**config.mk**
```make
export PLATFORM = sky130hd
export DESIGN_NAME = ucn_escape_shortener_top
export DESIGN_NICKNAME = d
export VERILOG_FILES = /design/src/rtl/ucnesc_pkg.sv /design/src/rtl/ucnesc_front.sv /design/src/rtl/ucnesc_fifo.sv /design/src/rtl/ucnesc_back.sv /design/src/rtl/ucn_escape_shortener_top.sv
export SDC_FILE = /design/constraint.sdc
export NUM_CORES = 1
export LEC_CHECK = 0
export ABC_AREA = 1
export CORE_UTILIZATION = 40
export DETAILED_ROUTE_END_ITERATION = 16
export DONT_BUFFER_PORTS = 1
export GPL_ROUTABILITY_DRIVEN = 0
export GPL_TIMING_DRIVEN = 0
export SETUP_SLACK_MARGIN = 0.4
export SKIP_LAST_GASP = 1
export SYNTH_ARGS = -nofsm -noshare
export SYNTH_HDL_FRONTEND = slang
export SYNTH_SLANG_ARGS = --single-unit
```
**constraint.sdc**
```tcl
create_clock -name clk -period 7.5 [get_ports clk]
set_input_delay 0.375 -clock clk [delete_from_list [all_inputs] [get_ports clk]]
set_output_delay 0.375 -clock clk [all_outputs]
set_load 0.01 [all_outputs]
```
**src/rtl/ucnesc_pkg.sv**
```systemverilog
package ucnesc_pkg;

    // pending window and result sizes
    localparam int WIN_DEPTH        = 9;
    localparam int MAX_EMIT         = 10;
    localparam int CNT_W            = 4;

    // positions inside a pending escape
    localparam int LONG_FINAL_POS   = 9;
    localparam int SHORT_FINAL_POS  = 5;
    localparam int LONG_ZERO_END    = 6;
    localparam int SHORT_ZERO_END   = 4;
    localparam int SHORT_LETTER_POS = 4;
    localparam int LONG_QUAD_POS    = 6;

    localparam int QUEUE_DEPTH_DEF  = 4;

    // characters of interest
    localparam logic [7:0] CH_BSLASH  = 8'h5C;
    localparam logic [7:0] CH_BIG_U   = 8'h55;
    localparam logic [7:0] CH_SMALL_U = 8'h75;
    localparam logic [7:0] CH_ZERO    = 8'h30;

    // one queue entry: the bytes caused by one input item
    typedef struct packed {
        logic [MAX_EMIT-1:0][7:0] bytes;
        logic [CNT_W-1:0]         cnt;
        logic                     last;
    } q_entry_t;

    function automatic logic is_letter(input logic [7:0] b);
        return (b >= 8'h41 && b <= 8'h46) || (b >= 8'h61 && b <= 8'h66);
    endfunction

    function automatic logic is_hex(input logic [7:0] b);
        return (b >= 8'h30 && b <= 8'h39) || is_letter(b);
    endfunction

    function automatic logic [3:0] hex_val(input logic [7:0] b);
        logic [3:0] v;
        v = 4'd0;
        if (b >= 8'h30 && b <= 8'h39)
        begin
            v = b[3:0];
        end
        else if (is_letter(b))
        begin
            v = b[3:0] + 4'd9;
        end
        return v;
    endfunction

endpackage

```
**src/rtl/ucnesc_front.sv**
```systemverilog
module ucnesc_front (
    input  logic               clk,
    input  logic               rst_n,
    input  logic               in_valid,
    output logic               in_stall,
    input  logic [7:0]         in_byte,
    input  logic               in_last,
    input  logic               q_full,
    output logic               push,
    output ucnesc_pkg::q_entry_t push_entry
);
    import ucnesc_pkg::*;

    logic [7:0]               win_reg  [WIN_DEPTH];
    logic [7:0]               win_next [WIN_DEPTH];
    logic [CNT_W-1:0]         cnt_reg;
    logic [CNT_W-1:0]         cnt_next;
    logic                     accept;
    logic                     kind_long;
    logic                     fit;
    logic                     brk;
    logic                     complete;
    logic [7:0]               letter;
    logic                     long_keeps_form;
    logic [MAX_EMIT-1:0][7:0] pass;

    assign in_stall  = q_full;
    assign accept    = in_valid && !q_full;
    assign kind_long = (win_reg[1] == CH_BIG_U);
    assign letter    = kind_long ? win_reg[WIN_DEPTH-1] : win_reg[SHORT_LETTER_POS];

    // does the new byte continue the pending escape
    always_comb
    begin
        fit = 1'b0;
        if (cnt_reg == 4'd1)
        begin
            fit = (in_byte == CH_BIG_U) || (in_byte == CH_SMALL_U);
        end
        else if (kind_long)
        begin
            fit = (cnt_reg < 4'(LONG_ZERO_END)) ? (in_byte == CH_ZERO) : is_hex(in_byte);
        end
        else if (cnt_reg < 4'(SHORT_ZERO_END))
        begin
            fit = (in_byte == CH_ZERO);
        end
        else if (cnt_reg == 4'(SHORT_LETTER_POS))
        begin
            fit = is_letter(in_byte);
        end
        else
        begin
            fit = is_hex(in_byte);
        end
    end

    assign brk      = (cnt_reg == '0) || !fit;
    assign complete = !brk && ((kind_long && cnt_reg == 4'(LONG_FINAL_POS)) ||
                               (!kind_long && cnt_reg == 4'(SHORT_FINAL_POS)));
    assign long_keeps_form = !(win_reg[LONG_QUAD_POS] == CH_ZERO &&
                               win_reg[LONG_QUAD_POS+1] == CH_ZERO &&
                               is_letter(win_reg[LONG_QUAD_POS+2]));

    // held bytes followed by the new byte
    always_comb
    begin
        for (int i = 0; i < WIN_DEPTH; i++)
        begin
            pass[i] = (4'(i) < cnt_reg) ? win_reg[i] : in_byte;
        end
        pass[MAX_EMIT-1] = in_byte;
    end

    always_comb
    begin
        push_entry.bytes = pass;
        push_entry.cnt   = cnt_reg + 4'd1;
        push_entry.last  = in_last;
        cnt_next         = cnt_reg;
        win_next         = win_reg;
        if (accept)
        begin
            if (complete)
            begin
                cnt_next = '0;
                if (kind_long && long_keeps_form)
                begin
                    // long form with a low code point shortens to the short form
                    push_entry.bytes[0] = CH_BSLASH;
                    push_entry.bytes[1] = CH_SMALL_U;
                    push_entry.bytes[2] = win_reg[LONG_QUAD_POS];
                    push_entry.bytes[3] = win_reg[LONG_QUAD_POS+1];
                    push_entry.bytes[4] = win_reg[LONG_QUAD_POS+2];
                    push_entry.bytes[5] = in_byte;
                    push_entry.cnt      = 4'd6;
                end
                else
                begin
                    push_entry.bytes[0] = {hex_val(letter), hex_val(in_byte)};
                    push_entry.cnt      = 4'd1;
                end
            end
            else if (brk)
            begin
                if (in_byte == CH_BSLASH && !in_last)
                begin
                    push_entry.cnt = cnt_reg;
                    cnt_next       = 4'd1;
                    win_next[0]    = in_byte;
                end
                else
                begin
                    cnt_next = '0;
                end
            end
            else if (in_last)
            begin
                cnt_next = '0;
            end
            else
            begin
                push_entry.cnt    = '0;
                cnt_next          = cnt_reg + 4'd1;
                win_next[cnt_reg] = in_byte;
            end
        end
    end

    assign push = accept && (push_entry.cnt != '0);

    always_ff @(posedge clk or negedge rst_n)
    begin
        if (!rst_n)
        begin
            cnt_reg <= '0;
        end
        else
        begin
            cnt_reg <= cnt_next;
        end
    end

    always_ff @(posedge clk)
    begin
        win_reg <= win_next;
    end

    a_cnt_range: assert property (@(posedge clk) disable iff (!rst_n)
        cnt_reg <= 4'(WIN_DEPTH))
        else $error("pending count beyond window");

    a_last_emits: assert property (@(posedge clk) disable iff (!rst_n)
        accept && in_last |-> push)
        else $error("end of text produced no bytes");

    a_last_clears: assert property (@(posedge clk) disable iff (!rst_n)
        accept && in_last |=> cnt_reg == '0)
        else $error("window not empty after end of text");

endmodule

```
**src/rtl/ucnesc_fifo.sv**
```systemverilog
module ucnesc_fifo #(
    parameter int DEPTH = ucnesc_pkg::QUEUE_DEPTH_DEF
) (
    input  logic                 clk,
    input  logic                 rst_n,
    input  logic                 push,
    input  ucnesc_pkg::q_entry_t push_entry,
    output logic                 full,
    output logic                 valid,
    output ucnesc_pkg::q_entry_t head,
    input  logic                 pop
);
    import ucnesc_pkg::*;

    localparam int PTR_W = (DEPTH > 1) ? $clog2(DEPTH) : 1;
    localparam int OCC_W = $clog2(DEPTH + 1);

    q_entry_t         mem_reg [DEPTH];
    logic [PTR_W-1:0] wr_ptr_reg;
    logic [PTR_W-1:0] wr_ptr_next;
    logic [PTR_W-1:0] rd_ptr_reg;
    logic [PTR_W-1:0] rd_ptr_next;
    logic [OCC_W-1:0] occ_reg;
    logic [OCC_W-1:0] occ_next;

    assign full  = (occ_reg == OCC_W'(DEPTH));
    assign valid = (occ_reg != '0);
    assign head  = mem_reg[rd_ptr_reg];

    always_comb
    begin
        wr_ptr_next = wr_ptr_reg;
        rd_ptr_next = rd_ptr_reg;
        occ_next    = occ_reg;
        if (push)
        begin
            wr_ptr_next = (wr_ptr_reg == PTR_W'(DEPTH - 1)) ? '0 : wr_ptr_reg + 1'b1;
        end
        if (pop)
        begin
            rd_ptr_next = (rd_ptr_reg == PTR_W'(DEPTH - 1)) ? '0 : rd_ptr_reg + 1'b1;
        end
        case ({push, pop})
            2'b10:   occ_next = occ_reg + 1'b1;
            2'b01:   occ_next = occ_reg - 1'b1;
            default: occ_next = occ_reg;
        endcase
    end

    always_ff @(posedge clk or negedge rst_n)
    begin
        if (!rst_n)
        begin
            wr_ptr_reg <= '0;
            rd_ptr_reg <= '0;
            occ_reg    <= '0;
        end
        else
        begin
            wr_ptr_reg <= wr_ptr_next;
            rd_ptr_reg <= rd_ptr_next;
            occ_reg    <= occ_next;
        end
    end

    always_ff @(posedge clk)
    begin
        if (push)
        begin
            mem_reg[wr_ptr_reg] <= push_entry;
        end
    end

    a_no_overflow: assert property (@(posedge clk) disable iff (!rst_n)
        push |-> !full)
        else $error("queue written while full");

    a_no_underflow: assert property (@(posedge clk) disable iff (!rst_n)
        pop |-> valid)
        else $error("queue read while empty");

endmodule

```
**src/rtl/ucnesc_back.sv**
```systemverilog
module ucnesc_back (
    input  logic                 clk,
    input  logic                 rst_n,
    input  logic                 q_valid,
    input  ucnesc_pkg::q_entry_t q_head,
    output logic                 pop,
    output logic                 out_valid,
    input  logic                 out_stall,
    output logic [7:0]           out_byte,
    output logic                 out_last
);
    import ucnesc_pkg::*;

    logic [CNT_W-1:0] idx_reg;
    logic [CNT_W-1:0] idx_next;
    logic             out_valid_reg;
    logic             out_valid_next;
    logic [7:0]       out_byte_reg;
    logic [7:0]       out_byte_next;
    logic             out_last_reg;
    logic             out_last_next;
    logic             load;
    logic             at_end;

    assign load   = !out_valid_reg || !out_stall;
    assign at_end = (idx_reg == q_head.cnt - 4'd1);
    assign pop    = load && q_valid && at_end;

    always_comb
    begin
        idx_next       = idx_reg;
        out_valid_next = out_valid_reg;
        out_byte_next  = out_byte_reg;
        out_last_next  = out_last_reg;
        if (load)
        begin
            out_valid_next = q_valid;
            if (q_valid)
            begin
                out_byte_next = q_head.bytes[idx_reg];
                out_last_next = q_head.last && at_end;
                idx_next      = at_end ? '0 : idx_reg + 4'd1;
            end
        end
    end

    always_ff @(posedge clk or negedge rst_n)
    begin
        if (!rst_n)
        begin
            idx_reg       <= '0;
            out_valid_reg <= 1'b0;
        end
        else
        begin
            idx_reg       <= idx_next;
            out_valid_reg <= out_valid_next;
        end
    end

    always_ff @(posedge clk)
    begin
        out_byte_reg <= out_byte_next;
        out_last_reg <= out_last_next;
    end

    assign out_valid = out_valid_reg;
    assign out_byte  = out_byte_reg;
    assign out_last  = out_last_reg;

    a_idx_in_entry: assert property (@(posedge clk) disable iff (!rst_n)
        q_valid |-> idx_reg < q_head.cnt)
        else $error("byte index past end of queue entry");

endmodule

```
**src/rtl/ucn_escape_shortener_top.sv**
```systemverilog
// escape shortener for a stream of source text bytes
// input channel: in_valid / in_stall with in_byte and in_last (last byte of the text)
// output channel: out_valid / out_stall with out_byte and out_last (last rewritten byte)
// "\U0000" plus four hex digits becomes "\u" plus the digits; "\u00" or "\U000000"
// plus a hex letter and a hex digit becomes the single byte 0xa0-0xff; anything
// else passes through, and a broken escape is replayed as it came in
// throughput: one item per cycle on the input while the queue has room; the output
// runs at one byte per cycle while out_stall is low, and one item causes 0 to 10 bytes
// with the queue empty, an accepted item is written into the queue and its first byte
// is then loaded into the output register; escape bytes wait in the window until
// the escape is decided
// the front scanner, the entry queue and the byte sequencer run decoupled: a
// stalled receiver holds the output register, the queue fills, and then in_stall
// rises and holds the input until an entry is drained
// reset clears the pending count, empties the queue and drops out_valid; the
// window bytes themselves are not cleared
module ucn_escape_shortener_top #(
    parameter int QUEUE_DEPTH = ucnesc_pkg::QUEUE_DEPTH_DEF
) (
    input  logic       clk,
    input  logic       rst_n,
    input  logic       in_valid,
    output logic       in_stall,
    input  logic [7:0] in_byte,
    input  logic       in_last,
    output logic       out_valid,
    input  logic       out_stall,
    output logic [7:0] out_byte,
    output logic       out_last
);
    import ucnesc_pkg::*;

    // front to queue
    logic     push;
    q_entry_t push_entry;
    logic     q_full;

    // queue to back
    logic     q_valid;
    q_entry_t q_head;
    logic     pop;

    // scanner: holds the pending window and decides each item at once
    ucnesc_front u_front (
        .clk        (clk),
        .rst_n      (rst_n),
        .in_valid   (in_valid),
        .in_stall   (in_stall),
        .in_byte    (in_byte),
        .in_last    (in_last),
        .q_full     (q_full),
        .push       (push),
        .push_entry (push_entry)
    );

    // short queue of per-item byte groups
    ucnesc_fifo #(
        .DEPTH (QUEUE_DEPTH)
    ) u_fifo (
        .clk        (clk),
        .rst_n      (rst_n),
        .push       (push),
        .push_entry (push_entry),
        .full       (q_full),
        .valid      (q_valid),
        .head       (q_head),
        .pop        (pop)
    );

    // sequencer: walks each group one byte per cycle, while the output is not stalled, into the output register
    ucnesc_back u_back (
        .clk       (clk),
        .rst_n     (rst_n),
        .q_valid   (q_valid),
        .q_head    (q_head),
        .pop       (pop),
        .out_valid (out_valid),
        .out_stall (out_stall),
        .out_byte  (out_byte),
        .out_last  (out_last)
    );

endmodule
```
==> summary by stage, run 1 <==
Min path
The min-delay analysis places its worst path in the category primary input to flip-flop. The worst min-delay path startpoint is in_byte[7].

Synthesis
The number of enable-type register cells in the synthesized netlist is 421. For this run, the leading register cell type out of synthesis is sky130_fd_sc_hd__edfxtp_1. The synthesized area per cell is 11.9 um^2. The fraction of synthesized cell area taken by the top area cell type is 67.0%. The count of warnings emitted by yosys is 0.

The mapped netlist covers 0.0189 mm^2. The number of nets in the synthesized netlist is 1621. The count of unique library cells instantiated by Yosys is 50.

Yosys attributes the largest share of cell area to sky130_fd_sc_hd__edfxtp_1 67%, sky130_fd_sc_hd__o21ai_0 6.8%, sky130_fd_sc_hd__nor2_1 4.6%. The number of instances in the synthesized netlist is 1587. The number of synthesized register bits is 437. The largest total area in the synthesized netlist belongs to sky130_fd_sc_hd__edfxtp_1. Sequential elements use 69.1% of the synthesized area. In the synthesized netlist the async set-or-reset flop fraction comes to 3.66%.

Power
The static power due to leakage is 7.25 nW. The design draws 7.95 mW. The peak supply drop is 0.241 mV. The power density normalized to cell area is 372 mW/mm^2.

Die
Once the floorplan was initialized, standard cells occupied 40.5% of the core. Row generation in the floorplan step produced 79 rows. The die covers 0.0480 mm^2. The total I/O pin count is 24.

The height of the die is 219 um. The die is 219 um wide. The placeable core area is 0.0466 mm^2.

Clocking
TritonCTS built the clock tree. At the later pin of the worst-skew pair, clock insertion delay measures 0.58 ns. The cell sitting at the root of the clock tree is a sky130_fd_sc_hd__clkbuf_16. The buffer levels on the longest clock path is 3. The number of setup buffers added after CTS is 0. The number of clock buffers added by TritonCTS is 46. The number of H-tree levels is 2. Clock tree synthesis found a total of 437 sinks. The number of gates resized after CTS was 0. After clock tree synthesis, the clock-pin slew on the worst setup and hold paths is 0.06 ns.

Timing
The final number of max-transition violations is 0. Dividing the final minimum period by the clock period gives 57.1%. Setup repair after global routing left no endpoint under its margin. The worst pin sits at a relative slew slack of 11.9%. The transition at the pin with the smallest max-transition slack is 1.31 ns. The clock period could shrink to 4.28 ns.

The worst setup skew after layout is 0.0205 ns. The maximum frequency from static timing analysis is 234 MHz. The count of final hold-check violations is 0. The number of setup violations in the final report is 0.

After routing, the total negative slack on setup checks comes to 0 ns.

Cells and area
0 antenna diodes ended up in the layout. The top cell types in the final layout, fill and taps aside, are 421 x sky130_fd_sc_hd__edfxtp_1, 255 x sky130_fd_sc_hd__o21ai_0, 229 x sky130_fd_sc_hd__nor2_1, 150 x sky130_fd_sc_hd__nand2_1, 82 x sky130_fd_sc_hd__inv_1. With fillers left out, the area of the finished cells amounts to 0.0214 mm^2. The relative area change from synthesis to final layout is 13.4%.

At the end of the flow, the number of nets in the layout was 1692. The fraction of final layout cells with drive strength greater than 1 is 8.17%. The commonest non-fill, non-tap cell in the layout is sky130_fd_sc_hd__edfxtp_1.

Placement
In this run the tool buffered the top-level ports with 0 buffer cells. The placed instance area is 0.0199 mm^2. The detailed placement HPWL is 38.0 mm.

Global route
The first global-routing pass estimated 83.2 mm of wire. The total overflow left after global routing is 0. The via count of the first global-routing pass is 12600. The number of antenna violations at the first check in global routing was 1. The total track usage is 23.9%.

The maximum number of pins on one net before global-route repair is 29.

Critical path
The endpoint required time on the critical path is 7.78 ns. The kind of end point of the critical path is a flip-flop. Data on the critical path arrives at its endpoint at 4.56 ns. In this run the worst path has a maximum fanout of 24. The launching element type of the critical path is a flip-flop.

The path type of the worst setup path is flip-flop to flip-flop. The worst setup path startpoint is u_front.cnt_reg[1]$_DFFE_PN0P_. The startpoint of the worst-slack reg-to-reg timing path is u_front.cnt_reg[1]$_DFFE_PN0P_.

Run status
The flow ran to the end, and the final reports show no timing, DRC or antenna violations.

Detailed routing
The post-route DRC violation count is 0. The routed wire length is 56.4 mm. The average wire per standard cell is 24.5 um. The post-detailed-route count of antenna-violating nets is 0.

The detailed router finished its first iteration with 1548 violations. Using the TritonRoute via totals, the vias-per-cell ratio works out to 5.78. The total vias in the final route is 13300.

For this run, the detailed router's first-pass iteration total came to 6.

Run
Across the run, the number of max-cap violations was 0.
==> final timing paths <==
kind,endpoint,slack [ns],cells past startpoint
min reg2reg,u_fifo.occ_reg[0]$_DFFE_PN0P_,0.53,1
max in group asynchronous,u_back.out_valid$_DFFE_PN0P_,6.66,1
max reg2reg,u_fifo.mem_reg[3][67]$_DFFE_PP_,3.22,17
min in group asynchronous,u_front.cnt_reg[0]$_DFFE_PN0P_,0.33,1
max,u_fifo.mem_reg[3][67]$_DFFE_PP_,3.22,17
min,u_front.win_reg[71]$_DFFE_PP_,0.09,2
==> what timing repair did <==
action                                  CTS  global route
endpoints found under the hold margin   117             0
hold buffers                             11             0
endpoints found under the setup margin    0             0
==> cells by family after synthesis <==
| group | Yosys count | share of synthesized area [%] |
|---|---|---|
| xor gates and xnor gates | 12 | 0.557 |
| buffers and inverters | 178 | 3.71 |
| DFF | 437 | 69.1 |
| adders and majority gates | 21 | 1.43 |
| AOI/OAI and AO/OA | 453 | 13.8 |
| and+or+nand+nor | 486 | 11.3 |
==> synthesized netlist by cell type, drive strengths merged (2+ instances only) <==
master   number
o2111ai       4
nor2        244
clkinv        4
inv          93
ha           20
a211oi        6
o211ai       17
o21a          2
buf          18
o221ai       27
a22o          5
a31oi         4
xnor2         4
nand4        12
o22ai        65
nor3b         2
o31ai         2
edfxtp      421
nand3        44
o21ai       255
a21oi        51
a32o          2
clkbuf       63
nand2       161
dfrtp        16
a22oi         9
nand3b        2
nor3         20
xor2          8
==> power breakdown <==
group	internal, mW	leakage, nW	switching [mW]
logic	0.668	2.53	1.87
clock network	1.21	0.680	0.924
registers	3.15	4.04	0.125
total	5.03	7.25	2.92
==> metal layers <==
| layer | vias up | global-route usage (%) | share of wire [%] | wire length [um] |
|---|---|---|---|---|
| met5 | - | 0 | 0 | 0 |
| met1 | 6541 | 34.0 | 42 | 23700 |
| met3 | 109 | 4.19 | 9.6 | 5420 |
| li1 | 5962 | - | - | - |
| met2 | 656 | 36.8 | 45 | 25400 |
| met4 | 0 | 8.56 | 3.2 | 1800 |
==> per-stage QoR <==
step           setup slack (ns)  hold WS [ns]  util [%]  cells
5_1_grt                    2.97         0.112      45.9   2297
2_1_floorplan              2.73        0.0794         -   1587
4_1_cts                    3.24        0.0654      45.9   2297
3_5_place_dp               3.19        0.0797      42.8   2206
3_3_place_gp              0.220        0.0798      42.1   2194
6_report                   3.22        0.0905      45.9   2297
==> final cells by class <==
| type | count | area [um^2] |
|---|---|---|
| repair buffers | 23 | 373 |
| fillers | 4174 | 25200 |
| clock buffers | 59 | 1220 |
| flip-flops and latches | 437 | 13000 |
| multi-input cells | 972 | 5140 |
| well taps | 607 | 759 |
| clock inverters | 21 | 150 |
| plain buffers | 81 | 334 |
| inverters | 97 | 367 |
==> critical path: stages, from the launching register on <==
cell,delay (ns)
sky130_fd_sc_hd__dfrtp_1,0.58
sky130_fd_sc_hd__inv_1,0.16
sky130_fd_sc_hd__ha_1,0.24
sky130_fd_sc_hd__o21ai_0,0.32
sky130_fd_sc_hd__nand3_1,0.12
sky130_fd_sc_hd__nand3_1,0.12
sky130_fd_sc_hd__nand2_2,0.08
sky130_fd_sc_hd__nand2_4,0.10
sky130_fd_sc_hd__nand3_2,0.12
sky130_fd_sc_hd__nand2_2,0.14
sky130_fd_sc_hd__nor2_1,0.06
sky130_fd_sc_hd__nor2_1,0.38
sky130_fd_sc_hd__nor2_2,0.06
sky130_fd_sc_hd__nand2_2,0.11
sky130_fd_sc_hd__nand2_4,0.11
sky130_fd_sc_hd__nor2_4,0.74
sky130_fd_sc_hd__buf_12,0.28
sky130_fd_sc_hd__buf_16,0.20
(Power assumes the default switching activity.)
==> run 2: changes to the inputs <==
Clock period 7.5 ns to 4.3 ns, I/O delays scaled along.
==> summary by stage, run 2 (same netlist as run 1, synthesis figures left out) <==
Clocking
The clock passes through at most 3 buffers. After clock tree synthesis, the clock-pin slew on the worst setup and hold paths is 0.06 ns. The cell sitting at the root of the clock tree is a sky130_fd_sc_hd__clkbuf_16. The CTS buffer count is 46. The number of H-tree levels is 2. The clock tree from TritonCTS is built. For the worst-skew pair, the clock arrives at the later sink with an insertion delay of 0.58 ns. The sink count of the clock tree is 437.

Global route
The overall overflow remaining after global route is 0. Global routing consumed, over all layers together, 24.3% of the routing resources. Entering global routing, the biggest net connects 29 pins. The first global-routing pass estimated 84.2 mm of wire. The via count of the first global-routing pass is 12700. The number of antenna violations at the first check in global routing is 1.

Critical path
The path type of the worst setup path is flip-flop to flip-flop. The worst setup path is captured at a flip-flop. The master of the slowest instance on the critical path is sky130_fd_sc_hd__nor3_1. Of all nets on the critical path, the largest fanout is 10. The arrival time reported for the critical path endpoint is 3.91 ns. The critical path goes through ha_1, nand2_1, nand2_2, a21oi_1, a21oi_1, nand2_1, nand2_2, nand2_4, nand3_1, buf_2, inv_1, nand3_2, nor3_1. The largest single stage delay on the critical path is 1.07 ns. The worst setup slack for register-to-register paths is 0.58 ns. The path depth of the worst reg2reg path is 13. The endpoint required time on the critical path is 4.49 ns. The startpoint of the worst-slack reg-to-reg timing path is u_front.cnt_reg[1]$_DFFE_PN0P_.

STA classifies the critical path startpoint as a flip-flop.

Timing
The worst slew slack as a fraction of its limit is 12.1%. The worst setup slack after layout is 0.578 ns. The maximum frequency from static timing analysis is 269 MHz. The worst path uses 86.6% of the clock period.

The number of setup violations in the final report is 0. After layout, the minimum clock period comes to 3.72 ns. Setup repair after global routing could not meet its margin everywhere. The transition at the pin with the smallest max-transition slack is 1.31 ns. The final number of max-transition violations came to 0.

The count of final hold-check violations is 0. On the final layout, the worst clock skew is 0.0167 ns.

Die
The height of the die is 219 um. The area of the die is 0.0480 mm^2. Once the floorplan was initialized, standard cells occupied 40.5% of the core. After floorplanning, the core was divided into 79 placement rows. The die is 219 um wide. The total I/O pin count is 24.

The region available for standard cell placement spans 0.0466 mm^2.

Detailed routing
The post-detailed-route count of antenna-violating nets is 0. After detailed routing, the average wire length per cell comes to 24.7 um. In the routed layout, each cell is associated on average with a via count of 5.77. The total vias in the final route is 13300. The final layout contains routed wiring with a total length of 57.2 mm. The number of DRC markers in iteration 0 is 1621. In the routed design, unresolved DRC markers number 0. The first-pass iteration count of the detailed router is 5.

Placement
In this run the cell area measured after placement is 0.0199 mm^2. The detailed placement HPWL is 38.0 mm. The number of I/O port buffers is 0. Timing analysis after detailed placement gives a worst setup slack of 0.0297 ns.

Power
In this run switching power makes up 36.9% of total power. In this run the power density over the cells is 649 mW/mm^2. The logic gate share of total power is 32.7%. The design internal power is 8.84 mW. The net switching component of the power is 5.17 mW. The clock share of power is 26.6%.

The worst-case IR drop observed on VDD is 0.464 mV. Per report_power, the sequential group accounts for 40.8% of the total. The analysis attributes to cell leakage a power of 7.35 nW.

Min path
The number of cells traversed by the worst hold path is 2. The type of the worst min-delay path is primary input to flip-flop. The path with the worst hold slack has its endpoint at u_fifo.mem_reg[2][75]$_DFFE_PP_. The startpoint identified for the worst hold timing path is in_byte[6].

Cells and area
The repair_antennas step left the layout with diodes totalling 0. The fraction of final layout cells with drive strength greater than 1 is 9.55%. In the final design database the tool counted 1709 nets. The relative area change from synthesis to final layout is 14.4%. The library cell used most frequently in the layout, excluding fill and tap cells, is sky130_fd_sc_hd__edfxtp_1.

With fillers left out, the area of the finished cells amounts to 0.0216 mm^2. The final-layout fill cell count is 4156. In the layout the commonest cells are 421 x sky130_fd_sc_hd__edfxtp_1, 254 x sky130_fd_sc_hd__o21ai_0, 227 x sky130_fd_sc_hd__nor2_1, 150 x sky130_fd_sc_hd__nand2_1, 82 x sky130_fd_sc_hd__inv_1. Cells fill 46.3% of the core in the end.

Run
The number of max-cap violations is 0.

Run status
The run finished with clean final reports.
[run 2: cell count changes in the layout (fill, tap and decap cells not counted), sizes merged]
cell          before  now
dlygate4sd3       11   10
buf               30   43
dlymetal6s4s       0    1
clkbuf           122  124
nor2             244  246
[run 2: final cells by class]
cell class	instances	area [um^2]	area share, %
Sequential cell	437	13000	60.5
Multi-Input combinational cell	974	5190	24.0
Clock buffer	59	1220	5.66
Tap cell	607	759	3.52
Timing Repair Buffer	38	500	2.32
Inverter	97	368	1.71
Buffer	81	340	1.58
Clock inverter	21	150	0.696
[run 2: power by group through the flow]
stage	registers, mW	logic [mW]	clock network (mW)
after floorplan	5.78	2.48	0
after global placement	5.88	4.14	0
after detailed placement	5.79	4.36	0
after CTS	5.71	4.51	3.76
after global routing	5.76	4.94	3.92
final	5.71	4.58	3.72
[run 2: per-stage QoR]
stage / TNS, ns / hold slack [ns] / std cells / power [mW]
CTS: 0 / 0.00629 / 2310 / 14.0
global placement: -972.34 / -0.0802 / 2194 / 10.0
floorplan: -158.28 / -0.0806 / 1587 / 8.26
global route: 0 / 0.0247 / 2314 / 14.6
finish: 0 / 0.0276 / 2314 / 14.0
detailed placement: 0 / -0.0803 / 2206 / 10.2
[run 2: worst max-delay path, delay by kind of cell (launching register included)]
family / cells / cell delay, ns
adder cells (fa/ha/maj): 1 / 0.26
flip-flops: 1 / 0.49
AND/OR/NAND/NOR: 8 / 1.92
buffers and inverters: 2 / 0.36
AO/OA/AOI/OAI: 2 / 0.31
[run 2: how the worst max path moves through the flow]
stage          slack [ns]                               to  cells after the start                      startpoint
6_report             0.58                        flip-flop                     13  u_front.cnt_reg[1]$_DFFE_PN0P_
5_1_grt              0.39    u_fifo.occ_reg[2]$_DFFE_PN0P_                     22  u_front.cnt_reg[0]$_DFFE_PN0P_
4_1_cts              0.32   u_fifo.mem_reg[3][8]$_DFFE_PP_                     15  u_front.cnt_reg[1]$_DFFE_PN0P_
3_5_place_dp         0.03  u_fifo.mem_reg[3][67]$_DFFE_PP_                     17  u_front.cnt_reg[1]$_DFFE_PN0P_
3_3_place_gp        -2.95  u_fifo.mem_reg[3][67]$_DFFE_PP_                     15  u_front.cnt_reg[1]$_DFFE_PN0P_
2_1_floorplan       -0.47   u_fifo.mem_reg[0][0]$_DFFE_PP_                     15  u_front.cnt_reg[1]$_DFFE_PN0P_
[run 2: metal layers]
metal | global-route usage [%] | wire length (um) | vias up
met5 | 0 | 0 | -
met4 | 9.47 | 2070 | 0
met3 | 4.41 | 5430 | 112
met2 | 37.1 | 25600 | 656
met1 | 34.4 | 24100 | 6568
li1 | - | - | 6010
[run 2: what timing repair did]
| item | 4_1_cts | 5_1_grt |
|---|---|---|
| hold buffers | 11 | 0 |
| endpoints found under the hold margin | 146 | 0 |
| resized for setup | 2 | 13 |
| setup buffers | 11 | 4 |
| endpoints found under the setup margin | 177 | 203 |
| pin swaps | 4 | 1 |
| gates cloned | 2 | 0 |
==> run 3: changes to the inputs <==
Clock period 4.3 ns to 3.85 ns, I/O delays scaled along.
==> summary by stage, run 3 (same netlist as run 1, synthesis figures left out) <==
Timing
Timing would allow up to 289 MHz. The worst slew slack as a fraction of its limit is 15.5%. The worst setup skew after layout is 0.0190 ns. The worst hold slack is 0.0184 ns.

Setup repair after global routing could not meet its margin everywhere. For the pin with the worst max-slew slack, the measured transition is 1.26 ns. The final number of max-transition violations is 0.

The number of setup violations in the final report is 0. The final critical path takes up 89.7% of the cycle. The count of final hold-check violations was 0. Subtracting the final worst setup slack from the clock period gives 3.45 ns.

Power
For this design the total switching power over the nets is 5.80 mW. The portion of total power attributed to sequential cells is 40.4%. The clock network burns 26.7% of the power. The switching portion of total power is 36.8%.

The logic gate share of total power is 32.9%. The static power due to leakage is 7.47 nW. In this run the power density over the cells is 721 mW/mm^2.

The peak supply drop is 0.471 mV. Cell internal power was estimated by the tool at 9.98 mW.

Clocking
After clock tree synthesis, the clock-pin slew on the worst setup and hold paths is 0.06 ns. The clock insertion delay at the later pin of the skew report is 0.58 ns. The clock passes through at most 3 buffers.

In this run, CTS created clock tree buffers numbering 46. The library cell used as clock root buffer is sky130_fd_sc_hd__clkbuf_16. The H-tree generated during clock tree synthesis spans 2 levels. The clock tree from TritonCTS is built. Counting every sink on the clock net gives 437.

Cells and area
After the flow finishes, the layout carries non-filler instances totaling 2333. Relative to the synthesized area, the layout overhead comes to 16.1%. The final-layout fill cell count is 4146. The commonest non-fill, non-tap cell in the layout is sky130_fd_sc_hd__edfxtp_1. At the end of the flow, the number of nets in the layout was 1725. In the layout the commonest cells are 421 x sky130_fd_sc_hd__edfxtp_1, 254 x sky130_fd_sc_hd__o21ai_0, 227 x sky130_fd_sc_hd__nor2_1, 147 x sky130_fd_sc_hd__nand2_1, 80 x sky130_fd_sc_hd__inv_1. Of the cells placed in the final design, the portion with a size suffix greater than 1 is 11.1%.

Detailed routing
After detailed routing, the total wire length is 57.9 mm. In the routed layout, each cell is associated on average with a via count of 5.80. For this run, design rule violations remaining after detail routing come to 0. The total vias in the final route is 13500. After detailed routing, the average wire length per cell comes to 24.8 um. The first TritonRoute pass finished after 5 iterations. The first routing iteration left 1592 violations. The count of nets left with antenna violations once routing finished came out at 0.

Critical path
The path type of the worst setup path is flip-flop to flip-flop. In this run the worst path has a maximum fanout of 10. The endpoint required time on the critical path is 4.03 ns.

The highest cell delay on the worst timing path is 1.04 ns. Traced cell by cell, the critical path runs through ha_4, nand2_2, nand2_4, a21oi_2, a21oi_1, nand2_1, nand2_2, nand2_4, nand3_1, buf_2, inv_1, nand3_2, nor3_1. The slowest stage of the critical path belongs to the cell sky130_fd_sc_hd__nor3_1. The worst setup path is launched from a flip-flop. The kind of cell adding the most delay to the critical path is simple AND/OR/NAND/NOR gates. Data arrives at the worst endpoint at 3.64 ns.

The combined buffer and inverter count along the critical path is 2. STA classifies the critical path endpoint as a flip-flop.

Run status
The run finished with clean final reports.

Global route
The via count of the first global-routing pass came to 12800. Entering global routing, the biggest net connects 28 pins. The wire length of the first global-routing pass is 84.1 mm.

After global routing the overflow that remains totals 0. The total track usage is 24.2%. The number of antenna violations at the first check in global routing is 1.

Run
The number of max-cap violations is 0.

Die
The core region is 0.0466 mm^2. The height of the die is 219 um. Row generation in the floorplan step produced 79 rows. The total I/O pin count is 24.

The floorplan die width is 219 um. The die covers 0.0480 mm^2. The starting utilization of the core area is 40.5%.

Placement
The number of cells after detailed placement is 2206. Buffers placed on the I/O ports in this run total 0. Detailed placement ended at an HPWL of 38.0 mm.

Min path
In this run the worst hold path is classified as primary input to flip-flop.
-- run 3: final timing paths --
path,from,to,slack [ns],cells past startpoint
worst max-delay path,u_front.cnt_reg[0]$_DFFE_PN0P_,flip-flop,0.40,13
worst min-delay path,in_byte[1],u_fifo.mem_reg[1][46]$_DFFE_PP_,0.02,2
worst max register to register,u_front.cnt_reg[0]$_DFFE_PN0P_,flip-flop,0.40,13
worst min register to register,u_fifo.wr_ptr_reg[1]$_DFFE_PN0P_,u_fifo.wr_ptr_reg[1]$_DFFE_PN0P_,0.54,2
max in group asynchronous,rst_n,u_front.cnt_reg[3]$_DFFE_PN0P_,3.19,1
min in group asynchronous,rst_n,u_fifo.occ_reg[1]$_DFFE_PN0P_,0.13,1
-- run 3: per-stage QoR --
| step | util [%] | total power, mW | area [um^2] | setup TNS [ns] | worst slack [ns] |
|---|---|---|---|---|---|
| after floorplan | - | 9.21 | 18900 | 0 | 0.183 |
| after global placement | 42.3 | 11.1 | 19700 | -497.10 | -1.52 |
| after detailed placement | 42.8 | 11.3 | 19900 | -13.01 | -0.328 |
| after CTS | 46.4 | 15.6 | 21600 | 0 | 0.256 |
| after global routing | 47.0 | 16.5 | 21900 | 0 | 0.207 |
| final | 47.0 | 15.8 | 21900 | 0 | 0.395 |
-- run 3: worst register-to-register path, stage by stage, from the launching register on --
cell and delay, ns:
sky130_fd_sc_hd__dfrtp_2 0.46, sky130_fd_sc_hd__ha_4 0.20, sky130_fd_sc_hd__nand2_2 0.08, sky130_fd_sc_hd__nand2_4 0.11
sky130_fd_sc_hd__a21oi_2 0.14, sky130_fd_sc_hd__a21oi_1 0.08, sky130_fd_sc_hd__nand2_1 0.07, sky130_fd_sc_hd__nand2_2 0.08
sky130_fd_sc_hd__nand2_4 0.11, sky130_fd_sc_hd__nand3_1 0.09, sky130_fd_sc_hd__buf_2 0.20, sky130_fd_sc_hd__inv_1 0.13
sky130_fd_sc_hd__nand3_2 0.25, sky130_fd_sc_hd__nor3_1 1.04
-- run 3: per-layer routing --
metal | track usage [%] | share of wire [%] | wire, um | up-vias
met3 | 4.60 | 9.2 | 5340 | 114
li1 | - | - | - | 6034
met1 | 33.8 | 42 | 24100 | 6678
met2 | 37.2 | 45 | 26300 | 694
met5 | 0 | 0 | 0 | -
met4 | 9.17 | 3.7 | 2130 | 0
-- run 3: repair_timing --
action                                 4_1_cts  5_1_grt
gates resized for setup                      9       29
buffers inserted                            11       16
cloned                                       1        2
setup endpoints to repair                  350      277
hold buffers                                14        0
endpoints found under the hold margin      146        0
pin swaps                                    5        5
-- run 3: power groups by stage --
stage                     logic, mW  registers (mW)  clock network [mW]
final                          5.20            6.37                4.21
after CTS                      5.03            6.37                4.24
after global routing           5.61            6.43                4.41
after detailed placement       4.86            6.46                   0
after floorplan                2.78            6.42                   0
after global placement         4.63            6.51                   0
-- run 3: area by class of cell --
cell class	count	area (um^2)	share of cell area, %
Timing Repair Buffer	55	688	3.14
Antenna cell	1	2.50	0.0114
Clock inverter	20	144	0.657
Inverter	97	372	1.70
Tap cell	607	759	3.47
Sequential cell	437	13000	59.6
Clock buffer	62	1250	5.72
Multi-Input combinational cell	973	5270	24.1
Buffer	81	357	1.63
